===== config.mk =====
export PLATFORM = sky130hd
export DESIGN_NAME = bridge_adc_serial_readout_tare_core
export DESIGN_NICKNAME = d
export VERILOG_FILES = /design/src/bast_pkg.sv /design/src/bast_regs.sv /design/src/bast_div.sv /design/src/bast_dpath.sv /design/src/bast_ctrl.sv /design/src/bridge_adc_serial_readout_tare_core.sv
export SDC_FILE = /design/constraint.sdc
export NUM_CORES = 2
export LEC_CHECK = 0
export ABC_AREA = 0
export BUFFER_PORTS_ARGS = -buffer_cell sky130_fd_sc_hd__buf_4
export CAP_MARGIN = 40
export CORE_ASPECT_RATIO = 1.2
export CORE_MARGIN = 2
export CORE_UTILIZATION = 40
export DETAILED_ROUTE_END_ITERATION = 16
export GPL_TIMING_DRIVEN = 0
export PLACE_DENSITY_LB_ADDON = 0.25
export SETUP_SLACK_MARGIN = 0.3
export SLEW_MARGIN = 20
export SYNTH_ARGS = -nofsm -noshare
export SYNTH_HDL_FRONTEND = slang
export SYNTH_SLANG_ARGS = --single-unit

===== constraint.sdc =====
create_clock -name aclk -period 9.8 [get_ports aclk]
set_clock_uncertainty 0.15 [all_clocks]
set_input_delay 0.98 -clock aclk [delete_from_list [all_inputs] [get_ports aclk]]
set_output_delay 0.98 -clock aclk [all_outputs]
set_load 0.03 [all_outputs]

===== src/bast_pkg.sv =====
// Shared types and constants for the bridge ADC readout block.
// Used by every module under src except bast_div; no dependencies of its own.
`timescale 1ns / 1ps

package bast_pkg;

    // Default build parameters
    localparam int DATA_BITS_DEF    = 24;
    localparam int COUNTER_BITS_DEF = 16;

    // Field widths of the stream payloads
    localparam int ACTION_W    = 2;
    localparam int AVG_W       = 8;
    localparam int STATUS_W    = 2;
    localparam int RAW_W       = 24;
    localparam int NET_OUT_W   = 25;
    localparam int PRESSURE_W  = 40;
    localparam int S_TDATA_W   = 16;
    localparam int M_TDATA_W   = 96;

    // Input tdata layout
    localparam int IN_ACT_LSB  = 0;
    localparam int IN_DATA_BIT = 2;
    localparam int IN_AVG_LSB  = 3;

    // Output tdata layout
    localparam int OUT_CLK_BIT  = 0;
    localparam int OUT_RAW_LSB  = 1;
    localparam int OUT_NET_LSB  = 25;
    localparam int OUT_PRES_LSB = 50;
    localparam int OUT_USED_W   = 90;

    // Configuration port
    localparam int CFG_IDX_W  = 3;
    localparam int CFG_DATA_W = 32;
    localparam int HALF_W     = 16;
    localparam int TIMEOUT_W  = 16;
    localparam int TARE_W     = 8;
    localparam int GAP_W      = 16;
    localparam int SENS_W     = 32;
    localparam int SENS_FRAC  = 16;

    localparam logic [HALF_W-1:0]    HALF_PERIOD_RST = 16'd100;
    localparam logic [TIMEOUT_W-1:0] TIMEOUT_RST     = 16'd2000;
    localparam logic [TARE_W-1:0]    TARE_RST        = 8'd20;
    localparam logic [GAP_W-1:0]     GAP_RST         = 16'd0;
    localparam logic [SENS_W-1:0]    SENS_RST        = 32'd0;

    typedef struct packed {
        logic [HALF_W-1:0]    half_period;
        logic [TIMEOUT_W-1:0] ready_timeout;
        logic [TARE_W-1:0]    tare_samples;
        logic [GAP_W-1:0]     sample_gap;
        logic [SENS_W-1:0]    sensitivity;
    } cfg_t;

    // Controller to datapath
    typedef struct packed {
        logic step;
        logic div_start;
        logic div_apply;
        logic mul;
        logic scale;
        logic out_load;
    } ctrl_cmd_t;

    // Datapath to controller, valid in the cycle of a step
    typedef struct packed {
        logic need_div;
        logic need_mul;
    } dp_sts_t;

endpackage


===== src/bast_regs.sv =====
// Configuration register file for the bridge ADC readout block.
// Depends on bast_pkg.
`timescale 1ns / 1ps

module bast_regs (
    input  logic                            aclk,
    input  logic                            aresetn,
    input  logic                            wr_en,
    input  logic [bast_pkg::CFG_IDX_W-1:0]  wr_index,
    input  logic [bast_pkg::CFG_DATA_W-1:0] wr_data,
    output bast_pkg::cfg_t                  cfg
);

    typedef enum logic [bast_pkg::CFG_IDX_W-1:0] {
        IDX_HALF_PERIOD = 3'd0,
        IDX_TIMEOUT     = 3'd1,
        IDX_TARE        = 3'd2,
        IDX_GAP         = 3'd3,
        IDX_SENS        = 3'd4
    } cfg_idx_t;

    bast_pkg::cfg_t cfg_reg;

    always_ff @(posedge aclk) begin
        if (!aresetn) begin
            cfg_reg.half_period   <= bast_pkg::HALF_PERIOD_RST;
            cfg_reg.ready_timeout <= bast_pkg::TIMEOUT_RST;
            cfg_reg.tare_samples  <= bast_pkg::TARE_RST;
            cfg_reg.sample_gap    <= bast_pkg::GAP_RST;
            cfg_reg.sensitivity   <= bast_pkg::SENS_RST;
        end else if (wr_en) begin
            case (cfg_idx_t'(wr_index))
                IDX_HALF_PERIOD: cfg_reg.half_period   <= wr_data[bast_pkg::HALF_W-1:0];
                IDX_TIMEOUT:     cfg_reg.ready_timeout <= wr_data[bast_pkg::TIMEOUT_W-1:0];
                IDX_TARE:        cfg_reg.tare_samples  <= wr_data[bast_pkg::TARE_W-1:0];
                IDX_GAP:         cfg_reg.sample_gap    <= wr_data[bast_pkg::GAP_W-1:0];
                IDX_SENS:        cfg_reg.sensitivity   <= wr_data[bast_pkg::SENS_W-1:0];
                default: ;
            endcase
        end
    end

    assign cfg = cfg_reg;

endmodule


===== src/bast_div.sv =====
// Serial restoring divider, signed numerator by unsigned denominator,
// quotient truncated toward zero, one bit per cycle. No package use.
`timescale 1ns / 1ps

module bast_div #(
    parameter int NUM_W = 32,
    parameter int DEN_W = 8
) (
    input  logic                    aclk,
    input  logic                    aresetn,
    input  logic                    start,
    input  logic signed [NUM_W-1:0] num,
    input  logic [DEN_W-1:0]        den,
    output logic                    busy,
    output logic                    done,
    output logic signed [NUM_W-1:0] quot
);

    localparam int CNT_W = $clog2(NUM_W);

    logic [NUM_W-1:0] mag_reg;
    logic [DEN_W:0]   rem_reg;
    logic [DEN_W-1:0] den_reg;
    logic [CNT_W-1:0] cnt_reg;
    logic             neg_reg;
    logic             busy_reg;
    logic             done_reg;

    logic [DEN_W:0]   rem_sh;
    logic             fits;
    logic [DEN_W:0]   rem_next;

    always_comb begin
        rem_sh   = {rem_reg[DEN_W-1:0], mag_reg[NUM_W-1]};
        fits     = rem_sh >= {1'b0, den_reg};
        rem_next = fits ? (rem_sh - {1'b0, den_reg}) : rem_sh;
    end

    always_ff @(posedge aclk) begin
        if (!aresetn) begin
            busy_reg <= 1'b0;
            done_reg <= 1'b0;
            cnt_reg  <= '0;
        end else begin
            done_reg <= 1'b0;
            if (start) begin
                busy_reg <= 1'b1;
                cnt_reg  <= '0;
            end else if (busy_reg) begin
                cnt_reg <= cnt_reg + 1'b1;
                if (cnt_reg == CNT_W'(NUM_W - 1)) begin
                    busy_reg <= 1'b0;
                    done_reg <= 1'b1;
                end
            end
        end
    end

    always_ff @(posedge aclk) begin
        if (start) begin
            neg_reg <= num[NUM_W-1];
            mag_reg <= num[NUM_W-1] ? (-num) : num;
            rem_reg <= '0;
            den_reg <= den;
        end else if (busy_reg) begin
            rem_reg <= rem_next;
            mag_reg <= {mag_reg[NUM_W-2:0], fits};
        end
    end

    assign busy = busy_reg;
    assign done = done_reg;
    assign quot = neg_reg ? $signed(-mag_reg) : $signed(mag_reg);

endmodule


===== src/bast_dpath.sv =====
// Datapath: converter line sequencing, read accumulation, offset, scaling
// and the output register. Depends on bast_pkg; drives bast_div operands.
`timescale 1ns / 1ps

module bast_dpath #(
    parameter int DATA_BITS    = bast_pkg::DATA_BITS_DEF,
    parameter int COUNTER_BITS = bast_pkg::COUNTER_BITS_DEF,
    parameter int SUM_W        = DATA_BITS + bast_pkg::AVG_W
) (
    input  logic                              aclk,
    input  logic                              aresetn,
    input  bast_pkg::ctrl_cmd_t               cmd,
    input  bast_pkg::cfg_t                    cfg,
    input  logic [bast_pkg::ACTION_W-1:0]     in_action,
    input  logic                              in_data,
    input  logic [bast_pkg::AVG_W-1:0]        in_avg,
    output bast_pkg::dp_sts_t                 sts,
    output logic signed [SUM_W-1:0]           div_num,
    output logic [bast_pkg::AVG_W-1:0]        div_den,
    input  logic signed [SUM_W-1:0]           div_quot,
    output logic                              out_clk,
    output logic                              out_done,
    output logic [bast_pkg::STATUS_W-1:0]     out_status,
    output logic [bast_pkg::RAW_W-1:0]        out_raw,
    output logic [bast_pkg::NET_OUT_W-1:0]    out_net,
    output logic [bast_pkg::PRESSURE_W-1:0]   out_pressure
);

    localparam int NET_W = DATA_BITS + 1;
    localparam int BC_W  = $clog2(DATA_BITS + 1);
    localparam int CMP_W = (COUNTER_BITS > bast_pkg::HALF_W) ? COUNTER_BITS : bast_pkg::HALF_W;
    localparam int P_W   = NET_W + bast_pkg::SENS_W;
    localparam int SH_W  = P_W - bast_pkg::SENS_FRAC;
    localparam int SAT_W = (SH_W > bast_pkg::PRESSURE_W + 1) ? SH_W : bast_pkg::PRESSURE_W + 1;
    localparam int AW    = bast_pkg::AVG_W;

    localparam logic signed [SAT_W-1:0] LIM_HI =
        SAT_W'((64'sd1 <<< (bast_pkg::PRESSURE_W - 1)) - 64'sd1);
    localparam logic signed [SAT_W-1:0] LIM_LO = -LIM_HI - SAT_W'(1);

    localparam logic [1:0] ACT_TICK   = 2'd0;
    localparam logic [1:0] ACT_SINGLE = 2'd1;
    localparam logic [1:0] ACT_TARE   = 2'd2;

    localparam logic [1:0] ST_OK        = 2'd0;
    localparam logic [1:0] ST_NOT_READY = 2'd1;
    localparam logic [1:0] ST_NO_READ   = 2'd2;

    typedef enum logic [6:0] {
        PH_IDLE  = 7'b0000001,
        PH_WAIT  = 7'b0000010,
        PH_HIGH  = 7'b0000100,
        PH_LOW   = 7'b0001000,
        PH_XHIGH = 7'b0010000,
        PH_XLOW  = 7'b0100000,
        PH_GAP   = 7'b1000000
    } ph_t;

    // sequencer state
    ph_t                     phase_reg,  phase_next;
    logic [1:0]              kind_reg,   kind_next;
    logic [COUNTER_BITS-1:0] tc_reg,     tc_next;
    logic [BC_W-1:0]         bc_reg,     bc_next;
    logic [DATA_BITS-1:0]    sv_reg,     sv_next;
    logic signed [SUM_W-1:0] sum_reg,    sum_next;
    logic [AW-1:0]           rd_reg,     rd_next;
    logic [AW-1:0]           rok_reg,    rok_next;
    logic [AW-1:0]           tgt_reg,    tgt_next;
    logic signed [DATA_BITS-1:0] zero_reg;

    // result payload
    logic signed [NET_W-1:0] net_reg;
    logic signed [P_W-1:0]   prod_reg;
    logic                    res_clk_reg, res_done_reg;
    logic [1:0]              res_status_reg;
    logic [bast_pkg::RAW_W-1:0]      res_raw_reg;
    logic [bast_pkg::NET_OUT_W-1:0]  res_net_reg;
    logic [bast_pkg::PRESSURE_W-1:0] res_pres_reg;

    // output register
    logic                    m_clk_reg, m_done_reg;
    logic [1:0]              m_status_reg;
    logic [bast_pkg::RAW_W-1:0]      m_raw_reg;
    logic [bast_pkg::NET_OUT_W-1:0]  m_net_reg;
    logic [bast_pkg::PRESSURE_W-1:0] m_pres_reg;

    // step logic
    logic                    skip, read_ok, read_fail, rep_ok;
    logic                    o_clk, o_done;
    logic [1:0]              o_status;
    logic [COUNTER_BITS-1:0] tc_inc;
    logic [bast_pkg::HALF_W-1:0] lim;
    logic                    hit;
    logic signed [DATA_BITS-1:0] raw_v;
    logic signed [NET_W-1:0] net_v;
    logic signed [63:0]      raw_x, net_x, mnet_x;
    logic signed [DATA_BITS-1:0] mean;
    logic signed [NET_W-1:0] mnet;
    logic signed [SH_W-1:0]  sh;
    logic signed [SAT_W-1:0] shx;
    logic [bast_pkg::PRESSURE_W-1:0] pres_sat;

    always_comb begin
        phase_next = phase_reg;
        kind_next  = kind_reg;
        tc_next    = tc_reg;
        bc_next    = bc_reg;
        sv_next    = sv_reg;
        sum_next   = sum_reg;
        rd_next    = rd_reg;
        rok_next   = rok_reg;
        tgt_next   = tgt_reg;
        skip       = 1'b0;
        read_ok    = 1'b0;
        read_fail  = 1'b0;
        rep_ok     = 1'b0;
        o_clk      = 1'b0;
        o_done     = 1'b0;
        o_status   = ST_OK;
        sts        = '0;

        // request start, only from idle
        if (phase_reg == PH_IDLE && in_action != ACT_TICK) begin
            kind_next = in_action;
            tc_next   = '0;
            bc_next   = '0;
            sv_next   = '0;
            sum_next  = '0;
            rd_next   = '0;
            rok_next  = '0;
            case (in_action)
                ACT_SINGLE: tgt_next = AW'(1);
                ACT_TARE:   tgt_next = cfg.tare_samples;
                default:    tgt_next = in_avg;
            endcase
            if (tgt_next == '0) begin
                o_done   = 1'b1;
                o_status = ST_NO_READ;
                skip     = 1'b1;
            end else begin
                phase_next = PH_WAIT;
            end
        end

        tc_inc = tc_next + 1'b1;
        case (phase_next)
            PH_WAIT: lim = cfg.ready_timeout;
            PH_GAP:  lim = cfg.sample_gap;
            default: lim = cfg.half_period;
        endcase
        hit = CMP_W'(tc_inc) >= CMP_W'(lim);

        if (!skip) begin
            case (phase_next)
                PH_WAIT: begin
                    if (!in_data) begin
                        phase_next = PH_HIGH;
                        tc_next    = '0;
                        bc_next    = '0;
                        sv_next    = '0;
                    end else begin
                        tc_next   = hit ? '0 : tc_inc;
                        read_fail = hit;
                    end
                end
                PH_HIGH: begin
                    o_clk   = 1'b1;
                    tc_next = hit ? '0 : tc_inc;
                    if (hit) begin
                        sv_next    = {sv_next[DATA_BITS-2:0], in_data};
                        bc_next    = bc_next + 1'b1;
                        phase_next = PH_LOW;
                    end
                end
                PH_LOW: begin
                    tc_next = hit ? '0 : tc_inc;
                    if (hit) begin
                        phase_next = (bc_next >= BC_W'(DATA_BITS)) ? PH_XHIGH : PH_HIGH;
                    end
                end
                PH_XHIGH: begin
                    o_clk   = 1'b1;
                    tc_next = hit ? '0 : tc_inc;
                    if (hit) begin
                        phase_next = PH_XLOW;
                    end
                end
                PH_XLOW: begin
                    tc_next = hit ? '0 : tc_inc;
                    read_ok = hit;
                end
                PH_GAP: begin
                    tc_next = hit ? '0 : tc_inc;
                    if (hit) begin
                        phase_next = PH_WAIT;
                    end
                end
                default: phase_next = PH_IDLE;
            endcase
        end

        raw_v = $signed(sv_next);

        // end of one conversion, good or timed out
        if (read_ok || read_fail) begin
            tc_next = '0;
            if (kind_next == ACT_SINGLE) begin
                o_done     = 1'b1;
                phase_next = PH_IDLE;
                if (read_ok) begin
                    rep_ok       = 1'b1;
                    sts.need_mul = 1'b1;
                end else begin
                    o_status = ST_NOT_READY;
                end
            end else begin
                rd_next = rd_next + 1'b1;
                if (read_ok) begin
                    sum_next = sum_next + SUM_W'(raw_v);
                    rok_next = rok_next + 1'b1;
                end
                if (rd_next >= tgt_next) begin
                    o_done     = 1'b1;
                    phase_next = PH_IDLE;
                    if (rok_next == '0) begin
                        o_status = ST_NO_READ;
                    end else begin
                        sts.need_div = 1'b1;
                    end
                end else begin
                    phase_next = (cfg.sample_gap == '0) ? PH_WAIT : PH_GAP;
                end
            end
        end

        net_v = NET_W'(raw_v) - NET_W'(zero_reg);
        raw_x = 64'(raw_v);
        net_x = 64'(net_v);
    end

    // mean of the run and its offset-corrected value
    always_comb begin
        mean   = div_quot[DATA_BITS-1:0];
        mnet   = NET_W'(mean) - NET_W'(zero_reg);
        mnet_x = 64'(mnet);
    end

    // Q16.16 product, floor shift and saturation
    always_comb begin
        sh  = prod_reg[P_W-1:bast_pkg::SENS_FRAC];
        shx = SAT_W'(sh);
        if (shx > LIM_HI) begin
            pres_sat = LIM_HI[bast_pkg::PRESSURE_W-1:0];
        end else if (shx < LIM_LO) begin
            pres_sat = LIM_LO[bast_pkg::PRESSURE_W-1:0];
        end else begin
            pres_sat = shx[bast_pkg::PRESSURE_W-1:0];
        end
    end

    always_ff @(posedge aclk) begin
        if (!aresetn) begin
            phase_reg <= PH_IDLE;
            kind_reg  <= '0;
            tc_reg    <= '0;
            bc_reg    <= '0;
            sv_reg    <= '0;
            sum_reg   <= '0;
            rd_reg    <= '0;
            rok_reg   <= '0;
            tgt_reg   <= '0;
            zero_reg  <= '0;
        end else begin
            if (cmd.step) begin
                phase_reg <= phase_next;
                kind_reg  <= kind_next;
                tc_reg    <= tc_next;
                bc_reg    <= bc_next;
                sv_reg    <= sv_next;
                sum_reg   <= sum_next;
                rd_reg    <= rd_next;
                rok_reg   <= rok_next;
                tgt_reg   <= tgt_next;
            end
            if (cmd.div_apply && kind_reg == ACT_TARE) begin
                zero_reg <= mean;
            end
        end
    end

    always_ff @(posedge aclk) begin
        if (cmd.step) begin
            res_clk_reg    <= o_clk;
            res_done_reg   <= o_done;
            res_status_reg <= o_status;
            res_raw_reg    <= rep_ok ? raw_x[bast_pkg::RAW_W-1:0] : '0;
            res_net_reg    <= rep_ok ? net_x[bast_pkg::NET_OUT_W-1:0] : '0;
            res_pres_reg   <= '0;
            net_reg        <= net_v;
        end
        if (cmd.div_apply && kind_reg != ACT_TARE) begin
            res_net_reg <= mnet_x[bast_pkg::NET_OUT_W-1:0];
        end
        if (cmd.mul) begin
            prod_reg <= P_W'(net_reg) * P_W'($signed(cfg.sensitivity));
        end
        if (cmd.scale) begin
            res_pres_reg <= pres_sat;
        end
        if (cmd.out_load) begin
            m_clk_reg    <= res_clk_reg;
            m_done_reg   <= res_done_reg;
            m_status_reg <= res_status_reg;
            m_raw_reg    <= res_raw_reg;
            m_net_reg    <= res_net_reg;
            m_pres_reg   <= res_pres_reg;
        end
    end

    assign div_num      = sum_reg;
    assign div_den      = rok_reg;
    assign out_clk      = m_clk_reg;
    assign out_done     = m_done_reg;
    assign out_status   = m_status_reg;
    assign out_raw      = m_raw_reg;
    assign out_net      = m_net_reg;
    assign out_pressure = m_pres_reg;

endmodule


===== src/bast_ctrl.sv =====
// Controller: sequences one tick through step, divide, multiply, scale and
// output load, and owns the stream handshakes. Depends on bast_pkg.
`timescale 1ns / 1ps

module bast_ctrl (
    input  logic                aclk,
    input  logic                aresetn,
    input  logic                s_tvalid,
    output logic                s_tready,
    output logic                m_tvalid,
    input  logic                m_tready,
    input  bast_pkg::dp_sts_t   sts,
    input  logic                div_done,
    output bast_pkg::ctrl_cmd_t cmd
);

    typedef enum logic [5:0] {
        S_IDLE     = 6'b000001,
        S_DIV_GO   = 6'b000010,
        S_DIV_WAIT = 6'b000100,
        S_MUL      = 6'b001000,
        S_SCALE    = 6'b010000,
        S_OUT      = 6'b100000
    } state_t;

    state_t state_reg, state_next;
    logic   m_tvalid_reg, m_tvalid_next;

    always_comb begin
        cmd           = '0;
        state_next    = state_reg;
        cmd.step      = (state_reg == S_IDLE) && s_tvalid;
        cmd.div_start = (state_reg == S_DIV_GO);
        cmd.div_apply = (state_reg == S_DIV_WAIT) && div_done;
        cmd.mul       = (state_reg == S_MUL);
        cmd.scale     = (state_reg == S_SCALE);
        cmd.out_load  = (state_reg == S_OUT) && (!m_tvalid_reg || m_tready);

        case (state_reg)
            S_IDLE: begin
                if (s_tvalid) begin
                    if (sts.need_div) begin
                        state_next = S_DIV_GO;
                    end else if (sts.need_mul) begin
                        state_next = S_MUL;
                    end else begin
                        state_next = S_OUT;
                    end
                end
            end
            S_DIV_GO:   state_next = S_DIV_WAIT;
            S_DIV_WAIT: if (div_done) begin
                state_next = S_OUT;
            end
            S_MUL:      state_next = S_SCALE;
            S_SCALE:    state_next = S_OUT;
            S_OUT:      if (cmd.out_load) begin
                state_next = S_IDLE;
            end
            default:    state_next = S_IDLE;
        endcase

        if (cmd.out_load) begin
            m_tvalid_next = 1'b1;
        end else if (m_tready) begin
            m_tvalid_next = 1'b0;
        end else begin
            m_tvalid_next = m_tvalid_reg;
        end
    end

    always_ff @(posedge aclk) begin
        if (!aresetn) begin
            state_reg    <= S_IDLE;
            m_tvalid_reg <= 1'b0;
        end else begin
            state_reg    <= state_next;
            m_tvalid_reg <= m_tvalid_next;
        end
    end

    assign s_tready = (state_reg == S_IDLE);
    assign m_tvalid = m_tvalid_reg;

endmodule


===== src/bridge_adc_serial_readout_tare_core.sv =====
// Top level of the two-wire bridge ADC readout controller with tare.
// Depends on bast_pkg, bast_regs, bast_div, bast_dpath and bast_ctrl.
`timescale 1ns / 1ps

// Usage
//   Each transaction on the s_ channel is one time tick: the request code,
//   the sampled converter data line and a read count for averaged requests.
//   Each tick gives exactly one transaction on the m_ channel: the clock
//   level to drive, a completion flag (tlast), a status code (tuser) and the
//   raw, net and pressure values, which are zero except on a completion.
//   The cfg_ channel writes the timing, tare count, gap and sensitivity
//   registers; it is always ready and is meant to be used while idle.
// Processing
//   A tick that needs no arithmetic has its result registered and then
//   moved to the output register; a completed single read adds the
//   sensitivity multiply and saturating shift; a completed tare or
//   averaged run goes through the serial divider, one quotient bit per
//   cycle. One tick is in flight at a time: another is not accepted until
//   the last has been loaded into the output register.
// Reset and stalls
//   aresetn is synchronous and active low; it returns the registers to their
//   defaults, clears the stored offset and drops any queued result.
//   While the receiver stalls, the finished result waits in the output
//   register; the next tick can be accepted and is processed, then held
//   until the output register is free.

module bridge_adc_serial_readout_tare_core #(
    parameter int DATA_BITS    = bast_pkg::DATA_BITS_DEF,
    parameter int COUNTER_BITS = bast_pkg::COUNTER_BITS_DEF
) (
    input  logic                            aclk,
    input  logic                            aresetn,
    // tick input; tdata from bit 0: action[1:0], data_level, avg_samples[7:0], zero fill
    input  logic                            s_tvalid,
    output logic                            s_tready,
    input  logic [bast_pkg::S_TDATA_W-1:0]  s_tdata,
    // result; tdata from bit 0: clk_level, raw_value[23:0], net_value[24:0],
    // pressure[39:0], zero fill
    output logic                            m_tvalid,
    input  logic                            m_tready,
    output logic [bast_pkg::M_TDATA_W-1:0]  m_tdata,
    output logic                            m_tlast,  // done_res
    output logic [bast_pkg::STATUS_W-1:0]   m_tuser,  // status[1:0]
    // register writes
    input  logic                            cfg_valid,
    output logic                            cfg_ready,
    input  logic [bast_pkg::CFG_IDX_W-1:0]  cfg_index,
    input  logic [bast_pkg::CFG_DATA_W-1:0] cfg_data
);

    localparam int SUM_W = DATA_BITS + bast_pkg::AVG_W;

    bast_pkg::cfg_t      cfg;
    bast_pkg::ctrl_cmd_t cmd;
    bast_pkg::dp_sts_t   sts;

    logic signed [SUM_W-1:0]         div_num;
    logic [bast_pkg::AVG_W-1:0]      div_den;
    logic signed [SUM_W-1:0]         div_quot;
    logic                            div_busy;
    logic                            div_done;

    logic                            out_clk;
    logic                            out_done;
    logic [bast_pkg::STATUS_W-1:0]   out_status;
    logic [bast_pkg::RAW_W-1:0]      out_raw;
    logic [bast_pkg::NET_OUT_W-1:0]  out_net;
    logic [bast_pkg::PRESSURE_W-1:0] out_pressure;

    assign cfg_ready = 1'b1;

    bast_regs u_regs (
        .aclk     (aclk),
        .aresetn  (aresetn),
        .wr_en    (cfg_valid && cfg_ready),
        .wr_index (cfg_index),
        .wr_data  (cfg_data),
        .cfg      (cfg)
    );

    // shared divider for the run mean
    bast_div #(
        .NUM_W (SUM_W),
        .DEN_W (bast_pkg::AVG_W)
    ) u_div (
        .aclk    (aclk),
        .aresetn (aresetn),
        .start   (cmd.div_start),
        .num     (div_num),
        .den     (div_den),
        .busy    (div_busy),
        .done    (div_done),
        .quot    (div_quot)
    );

    bast_dpath #(
        .DATA_BITS    (DATA_BITS),
        .COUNTER_BITS (COUNTER_BITS),
        .SUM_W        (SUM_W)
    ) u_dpath (
        .aclk         (aclk),
        .aresetn      (aresetn),
        .cmd          (cmd),
        .cfg          (cfg),
        .in_action    (s_tdata[bast_pkg::IN_ACT_LSB +: bast_pkg::ACTION_W]),
        .in_data      (s_tdata[bast_pkg::IN_DATA_BIT]),
        .in_avg       (s_tdata[bast_pkg::IN_AVG_LSB +: bast_pkg::AVG_W]),
        .sts          (sts),
        .div_num      (div_num),
        .div_den      (div_den),
        .div_quot     (div_quot),
        .out_clk      (out_clk),
        .out_done     (out_done),
        .out_status   (out_status),
        .out_raw      (out_raw),
        .out_net      (out_net),
        .out_pressure (out_pressure)
    );

    bast_ctrl u_ctrl (
        .aclk     (aclk),
        .aresetn  (aresetn),
        .s_tvalid (s_tvalid),
        .s_tready (s_tready),
        .m_tvalid (m_tvalid),
        .m_tready (m_tready),
        .sts      (sts),
        .div_done (div_done),
        .cmd      (cmd)
    );

    // pack the result fields, lowest first
    always_comb begin
        m_tdata = '0;
        m_tdata[bast_pkg::OUT_CLK_BIT]                             = out_clk;
        m_tdata[bast_pkg::OUT_RAW_LSB  +: bast_pkg::RAW_W]         = out_raw;
        m_tdata[bast_pkg::OUT_NET_LSB  +: bast_pkg::NET_OUT_W]     = out_net;
        m_tdata[bast_pkg::OUT_PRES_LSB +: bast_pkg::PRESSURE_W]    = out_pressure;
    end

    assign m_tlast = out_done;
    assign m_tuser = out_status;

`ifndef SYNTHESIS
    // one tick in flight: the controller leaves idle on every acceptance
    a_one_in_flight: assert property (@(posedge aclk) disable iff (!aresetn)
        (s_tvalid && s_tready) |=> !s_tready)
        else $error("tick accepted while another was still in progress");

    // a fresh result only comes from the output-load state, never from idle
    a_load_not_idle: assert property (@(posedge aclk) disable iff (!aresetn)
        $rose(m_tvalid) |-> !$past(s_tready))
        else $error("result raised without a tick being processed");

    // the divider is never restarted while it is still iterating
    a_div_no_restart: assert property (@(posedge aclk) disable iff (!aresetn)
        cmd.div_start |-> !div_busy)
        else $error("divider restarted while busy");
`endif

endmodule


### After elaboration in Yosys (flattened, before gate mapping)

Cells that the tools add are included.

| storage, ports and cells | value |
|---|---|
| register bits after elaboration | 553 |
| bits in latches | 0 |
| memory bits (writable) | 0 |
| bits in read-only memories | 0 |
| input port bits | 56 |
| output and inout bits | 102 |
| logic and storage cells | 209 |
| memories kept | 0 |

| cells by class | value |
|---|---|
| add/subtract/negate cells | 11 |
| $mul | 1 |
| divide/modulo/power cells | 0 |
| order comparisons | 6 |
| equal/unequal tests | 26 |
| shifts and indexed selects | 0 |
| multiplexer cells | 97 |
| bitwise operators | 2 |
| reductions and logical operators | 28 |

Operator list:

| cell | count |
|---|---|
| 2-to-1 mux 32 bit | 7 |
| 2-to-1 mux 40 bit | 4 |
| 2-to-1 mux 24 bit | 5 |
| 2-to-1 mux 8 bit | 12 |
| 2-to-1 mux 7 bit | 12 |
| 2-to-1 mux 16 bit | 5 |
| 2-to-1 mux 25 bit | 3 |
| case mux 16 bit (2 select lines) | 2 |
| multiplier 25 x 32 -> 57 bit | 1 |
| subtractor 24 x 24 -> 25 bit | 2 |
| case mux 24 bit (2 select lines) | 1 |
| case mux 7 bit (6 select lines) | 1 |
| greater-than comparator 41 x 40 -> 1 bit, second input constant | 1 |
| less-than comparator 41 x 40 -> 1 bit, second input constant | 1 |
| case mux 6 bit (6 select lines) | 1 |
| adder 32 x 24 -> 32 bit | 1 |
| negator 32 bit | 1 |
| 2-to-1 mux 6 bit | 5 |
| 2-to-1 mux 5 bit | 5 |
| negator 24 bit | 1 |
| 2-to-1 mux 1 bit | 23 |
| 2-to-1 mux 2 bit | 9 |
| adder 16 x 1 -> 16 bit, second input constant | 1 |
| adder 8 x 1 -> 8 bit, second input constant | 2 |
| 42 further kinds | 65 |

### Depth between registers and ports, before layout

| logic depth | value |
|---|---|
| depth after elaboration | 23 |
| gate-level depth with buffers | 38 |
| gate-level depth less buffers | 33 |

### Modules after synthesis

Synthesis repeated with hierarchy kept, for this count alone.

| unflattened totals | value |
|---|---|
| cells, all modules | 5632 |
| area, all modules | 54637.4 um2 |

Modules (own cells, without submodules):

| module | times used | cells an instance | area an instance (um2) | sequential area each (um2) |
|---|---|---|---|---|
| bast_dpath | 1 | 4796 | 46678.5 | 10249.8 |
| bast_div | 1 | 441 | 3991.3 | 1531.5 |
| bast_regs | 1 | 334 | 3425.8 | 1761.7 |
| bast_ctrl | 1 | 51 | 474.2 | 140.1 |
| bridge_adc_serial_readout_tare_core | 1 | 10 | 67.6 | 0.0 |

### Worst setup path after synthesis

OpenSTA, ideal clock, no wires.

| path | value |
|---|---|
| kind | input -> register |
| from | in s_tdata[1] (netlist name) |
| to | reg u_dpath.res_net_reg[24] (netlist name) (data pin) |
| setup time | 129 ps |
| data arrival time | 7942 ps |
| data required time | 9521 ps |
| path slack | 1578 ps |
| stages on the path | 35 |
| buffers on the path | 5 |
| path through | inv_1 > ha_1 > nor2_1 > and4bb_1 > buf_4 > buf_2 > buf_2 > buf_1 > clkbuf_1 > nor2b_1 > ha_1 > nand3_1 > nor3_1 > or4b_2 > or3_1 > a21oi_1 > ha_1 > nand4_1 > o31a_1 > nor2_1 > nor3_2 > a22oi_1 > ha_1 > inv_1 > fa_1 > a211oi_1 > o21ai_0 > nand3b_1 > a21oi_1 > a41oi_1 > a31o_2 > o21ai_0 > a2111o_1 > o21ai_0 > a211o_1 |

| between the ends | value |
|---|---|
| elaborated cells between the ends (all ways) | 39 |
| those cells by class | add/sub (2); order compare (1); eq/ne (7); mux (25); reduce/logical (4) |

RTL lines:

| element | line | source |
|---|---|---|
| start, declared | bridge_adc_serial_readout_tare_core.sv:36 | `input logic [bast_pkg::S_TDATA_W-1:0] s_tdata,` |
| equality test 2 bit / equality test 2 x 1 -> 1 bit (equally long branches) | bast_dpath.sv:131 | `case (in_action)` |
| case mux 8 bit (2 select lines) | bast_dpath.sv:131 |  |
| 2-to-1 mux 8 bit | bast_dpath.sv:123 | `if (phase_reg == PH_IDLE && in_action != ACT_TICK) begin` |
| logical NOT 8 bit | bast_dpath.sv:136 | `if (tgt_next == '0) begin` |
| 2-to-1 mux 7 bit | bast_dpath.sv:136 |  |
| 2-to-1 mux 7 bit | bast_dpath.sv:123 |  |
| equality test 7 bit / equality test 7 x 2 -> 1 bit (equally long branches) | bast_dpath.sv:146, bast_dpath.sv:154 |  |
| case mux 16 bit (2 select lines) | bast_dpath.sv:146 | `case (phase_next)` |
| greater-or-equal comparator 16 bit | bast_dpath.sv:151 | `hit = CMP_W'(tc_inc) >= CMP_W'(lim);` |
| 2-to-1 mux 24 bit | bast_dpath.sv:169 | `if (hit) begin` |
| case mux 24 bit (2 select lines) | bast_dpath.sv:154 | `case (phase_next)` |
| 2-to-1 mux 24 bit (*) | bast_dpath.sv:153 | `if (!skip) begin` |
| subtractor 24 x 24 -> 25 bit (*) | bast_dpath.sv:236 | `net_v = NET_W'(raw_v) - NET_W'(zero_reg);` |
| named net u_dpath.net_v[24] | bast_dpath.sv:95 | `logic signed [NET_W-1:0] net_v;` |
| 2-to-1 mux 25 bit (*) | bast_dpath.sv:297 | `res_net_reg <= rep_ok ? net_x[bast_pkg::NET_OUT_W-1:0] : '0;` |
| 2-to-1 mux 25 bit (*) | bast_dpath.sv:292 | `if (cmd.step) begin` |
| 2-to-1 mux 25 bit (*) | bast_dpath.sv:301 | `if (cmd.div_apply && kind_reg != ACT_TARE) begin` |
| end signal, assigned | bast_dpath.sv:297 |  |
| end signal, assigned | bast_dpath.sv:302 | `res_net_reg <= mnet_x[bast_pkg::NET_OUT_W-1:0];` |
| end, declared | bast_dpath.sv:77 | `logic [bast_pkg::NET_OUT_W-1:0] res_net_reg;` |

Mark *: on every way through the listed nets, which the timed path passes. The rest lies on a longest branch. The select of a mux whose other input is x is not followed.
A chain may end at the register's enable or synchronous reset.

### Worst setup path in the final report

| path | value |
|---|---|
| from | reg u_regs.cfg_reg (netlist bit u_regs.cfg[12]) |
| to | reg u_dpath.prod_reg[56] (data pin) |

| between the ends | value |
|---|---|
| word-level cells in the longest chain between the ends | 1 |

RTL lines:

| element | line | source |
|---|---|---|
| start, declared | bast_regs.sv:22 | `bast_pkg::cfg_t cfg_reg;` |
| multiplier 25 x 32 -> 57 bit | bast_dpath.sv:305 | `prod_reg <= P_W'(net_reg) * P_W'($signed(cfg.sensitivity));` |
| end signal, assigned | bast_dpath.sv:305 |  |
| end, declared | bast_dpath.sv:73 | `logic signed [P_W-1:0] prod_reg;` |

Every way passes these cells.

==> out/metrics.yaml <==
area_growth_pct: 11.31
r2r_slack_ns: 0.63
cp-end-kind: "flip-flop"
start_util_pct: 40.36
cts_num_sinks: 537
port_buffers: 144
synth-edff-count: 293
min_period_ns: 9.167
critPathLaunchType: "flip-flop"
grt.overflow.total: 0
layout.cells.non_filler: 7682
gr-usage-all-layers_pct: 25.79
stdcell_area_um2: 59410
post-place-ws_ns: -1.237
ir_drop_uv: 174.4
fin_ws_ns: 0.6334
grt_start_max_net_pins: 39
globalRoute.busiestLayer: "met2"
rsz0062_at_grt: "no"
crit_required_ns: 10.10
synth_top_family_by_area: "adder cells"
worstHoldStart: "u_dpath.res_clk_reg$_SDFFCE_PP0P_"
grt_use_met2_pct: 44.01
synth-simple-area-share_pct: 16.24
die_area_um2: 136400
cts_buffers: 61
cts_tree: "done"
rr_startpoint: "u_regs.cfg[12]$_SDFFE_PN0P_"
netlist_area_um2: 53370
max_slew_margin_pct: 37.27
place_inst: 7552
critPathArrivalTime_ns: 9.47
final_antenna_net_count: 0
largest_reg_flops: 88
ys_warn_count: 0
first_global_vias: 42230
outcome: "finished, final reports clean"
clk_pin_slew_ns: 0.06
p_per_area_nw_per_um2: 146.3
cts_root_buffer: "clkbuf_16"
ys_types: 89
finalSetupViolCount: 0
final_util_pct: 44.92
num_io_pins: 158
yosysSeqAreaShare_pct: 25.64
synthAdderAreaFrac_pct: 37.28
antenna_found_initial: 9
placed_cell_area_um2: 57110
rows: 146
multi_input_area_um2: 35670
clockBufferDepth: 3
worstSetupPathType: "flip-flop to flip-flop"
die_h_um: 404.2
synth_compound_area_share_pct: 9.180
num_vias: 40970
htree_levels: 2
period_share_pct: 93.54
worstPathCellList: "clkbuf_1 > and2_1 > fa_1 > fa_1 > fa_1 > fa_1 > fa_1 > fa_1 > fa_1 > ha_1 > nand2_1 > nor2_1 > nor4bb_1 > a21oi_1 > o21ai_1 > a31oi_1 > buf_2 > o311a_1 > o31ai_1 > a21oi_1 > xnor2_2"
hpwlAfterDp_um: 142500
drc: 0
drt_pass1_iterations: 6
viasPerCell: 5.333
place.gp.congestion: 1.010
hold_path.class: "flip-flop to flip-flop"
synthArstFlopShare_pct: 0
die_w_um: 337.5
hold_depth: 0
hold_viol: 0
met3_usage_pct: 4.001
drt_wl_total_um: 172800
ys.flop_type: "edfxtp_1"
ff2ff_path_depth: 21
synth_xor_xnor_area_share_pct: 3.101
crit_fanout: 10
maxCapViolCount: 0
grt_util_met1_pct: 31.96
critPathSlowestCell: "dfxtp_1"
critPathMaxStageDelay_ns: 0.71
clock.fmax_ghz: 0.1091
netlist_instances: 5599
drive_gt1_share_pct: 6.486
clkLatencyLatePin_ns: 0.72
grt_first_pass_wirelength_um: 261300
fin_nets: 7005
synth_area_per_cell_um2: 9.533
coreArea_um2: 132300
reg2reg_to: "u_dpath.prod_reg[56]$_DFFE_PN_"
worst_pin_slew_ns: 0.9409
hold_end: "u_dpath.out_clk$_DFFE_PP_"
drt_first_iter_violations: 3092
post_drt_wl_per_cell_um: 22.50
ys_ff_latch: 537
regArea_um2: 13680
nFillCells: 13000
slew_viol_final: 0
crit_path_frequent_cell: "fa_1"
synth.mux.area_fraction_pct: 0.7126
leakage_uw: 0.02489
cells by family (layout without fill, tap and decap cells):
| family | Yosys count | after routing |
|---|---|---|
| other | 2 | 8 |
| buffers and inverters | 1100 | 1401 |
| XOR/XNOR | 189 | 189 |
| AO/OA/AOI/OAI | 772 | 772 |
| adder cells (fa/ha/maj) | 1097 | 1097 |
| AND/OR/NAND/NOR | 1864 | 1864 |
| multiplexers | 38 | 38 |
| flip-flops | 537 | 537 |
power by group:
part	switching (µW)	leakage (µW)	total, µW	internal (µW)
Clock	1020	0.000957	2300	1280
Sequential	140	0.00471	2740	2600
Combinational	2340	0.0192	3650	1310
cell type report:
class                           count  area share (%)
Buffer                            287           1.965
Antenna cell                        1        0.004212
Multi-Input combinational cell   3967           60.03
Timing Repair Buffer              186           2.748
Tap cell                         1776           3.740
Clock buffer                       80           2.740
Inverter                          812           5.130
Clock inverter                     36          0.6086
Sequential cell                   537           23.03
worst max-delay path by stage:
stage	end	startpoint	cells past startpoint	slack, ns
after floorplan	u_dpath.res_net_reg[24]$_DFFE_PP_	s_tdata[1]	35	1.58
after global placement	u_dpath.div_num[28]$_SDFFE_PN0P_	s_tdata[1]	37	-1.26
after detailed placement	u_dpath.div_num[28]$_SDFFE_PN0P_	s_tdata[1]	37	-1.24
after CTS	u_dpath.prod_reg[56]$_DFFE_PN_	u_dpath.net_reg[2]$_DFFE_PP_	23	0.31
after global routing	u_dpath.res_net_reg[24]$_DFFE_PP_	s_tdata[1]	37	0.30
final	u_dpath.prod_reg[56]$_DFFE_PN_	u_regs.cfg[12]$_SDFFE_PN0P_	21	0.63
cell usage after synthesis (all sizes together) (13+ instances only):
cell / instances / area share (%)
dfxtp: 244 / 9.2
and3: 22 / 0.26
xnor2: 107 / 1.8
nor2b: 63 / 0.74
a21o: 44 / 0.62
a22o: 31 / 0.51
buf: 33 / 0.33
nand2: 857 / 6.0
ha: 275 / 6.4
inv: 809 / 5.7
o31ai: 27 / 0.38
or4: 13 / 0.22
o21a: 20 / 0.28
fa: 822 / 31
a22oi: 49 / 0.69
edfxtp: 293 / 16
a31oi: 25 / 0.29
and2: 283 / 3.3
nand3: 78 / 0.74
nor4: 18 / 0.23
nand2b: 55 / 0.66
o21ai: 183 / 1.8
a211oi: 45 / 0.63
xor2: 82 / 1.3
a21oi: 248 / 2.3
mux2i: 38 / 0.71
nor3: 54 / 0.53
clkbuf: 255 / 1.8
nor2: 342 / 2.4
o21bai: 13 / 0.18
nand4: 29 / 0.34
stage by stage:
stage	hold WS [ns]	total power, µW	setup TNS, ns
final	0.2641	8694	0
after global routing	0.2738	9246	0
after CTS	0.2686	8688	0
after detailed placement	0.2545	6369	-32.97
after global placement	0.2512	6302	-32.18
after floorplan	0.2503	5114	0
critical path, delay by kind of cell, from the launching register on:
family / cells / cell delay (ns)
AO/OA/AOI/OAI: 6 / 2.05
AND/OR/NAND/NOR: 4 / 0.94
flip-flops: 1 / 0.71
buffers and inverters: 2 / 0.95
XOR/XNOR: 1 / 0.38
adder cells (fa/ha/maj): 8 / 3.74
routing by layer:
metal  share of wire, %  up-vias
met5              0.024        -
met4                5.4        6
met3                7.2      392
met2                 48     1540
met1                 39    20620
li1                   -    18410
timing repair:
item,in CTS,in global routing
pin swaps,0,3
gates resized for setup,16,47
hold buffers,0,0
setup buffers,1,5
endpoints found under the setup margin,52,23
cells in the final DEF (no fill, tap or decap), types with 10 or more instances in the layout:
master / n
a211oi_1: 45
a21boi_0: 11
a21o_1: 44
a21oi_1: 246
a22o_1: 31
a22oi_1: 41
a31oi_1: 24
and2_1: 283
and3_1: 22
buf_2: 13
buf_4: 164
buf_6: 17
clkbuf_1: 250
clkbuf_16: 61
clkbuf_2: 18
clkinv_1: 16
dfxtp_1: 244
edfxtp_1: 293
fa_1: 821
ha_1: 275
inv_1: 808
mux2i_1: 38
nand2_1: 855
nand2b_1: 53
nand3_1: 77
nand4_1: 29
nor2_1: 338
nor2b_1: 62
nor3_1: 51
nor4_1: 16
o211ai_1: 12
o21a_1: 20
o21ai_0: 168
o21ai_1: 10
o21bai_1: 13
o31ai_1: 25
xnor2_1: 106
xor2_1: 82
No activity file was read; power rests on OpenSTA's default activity.
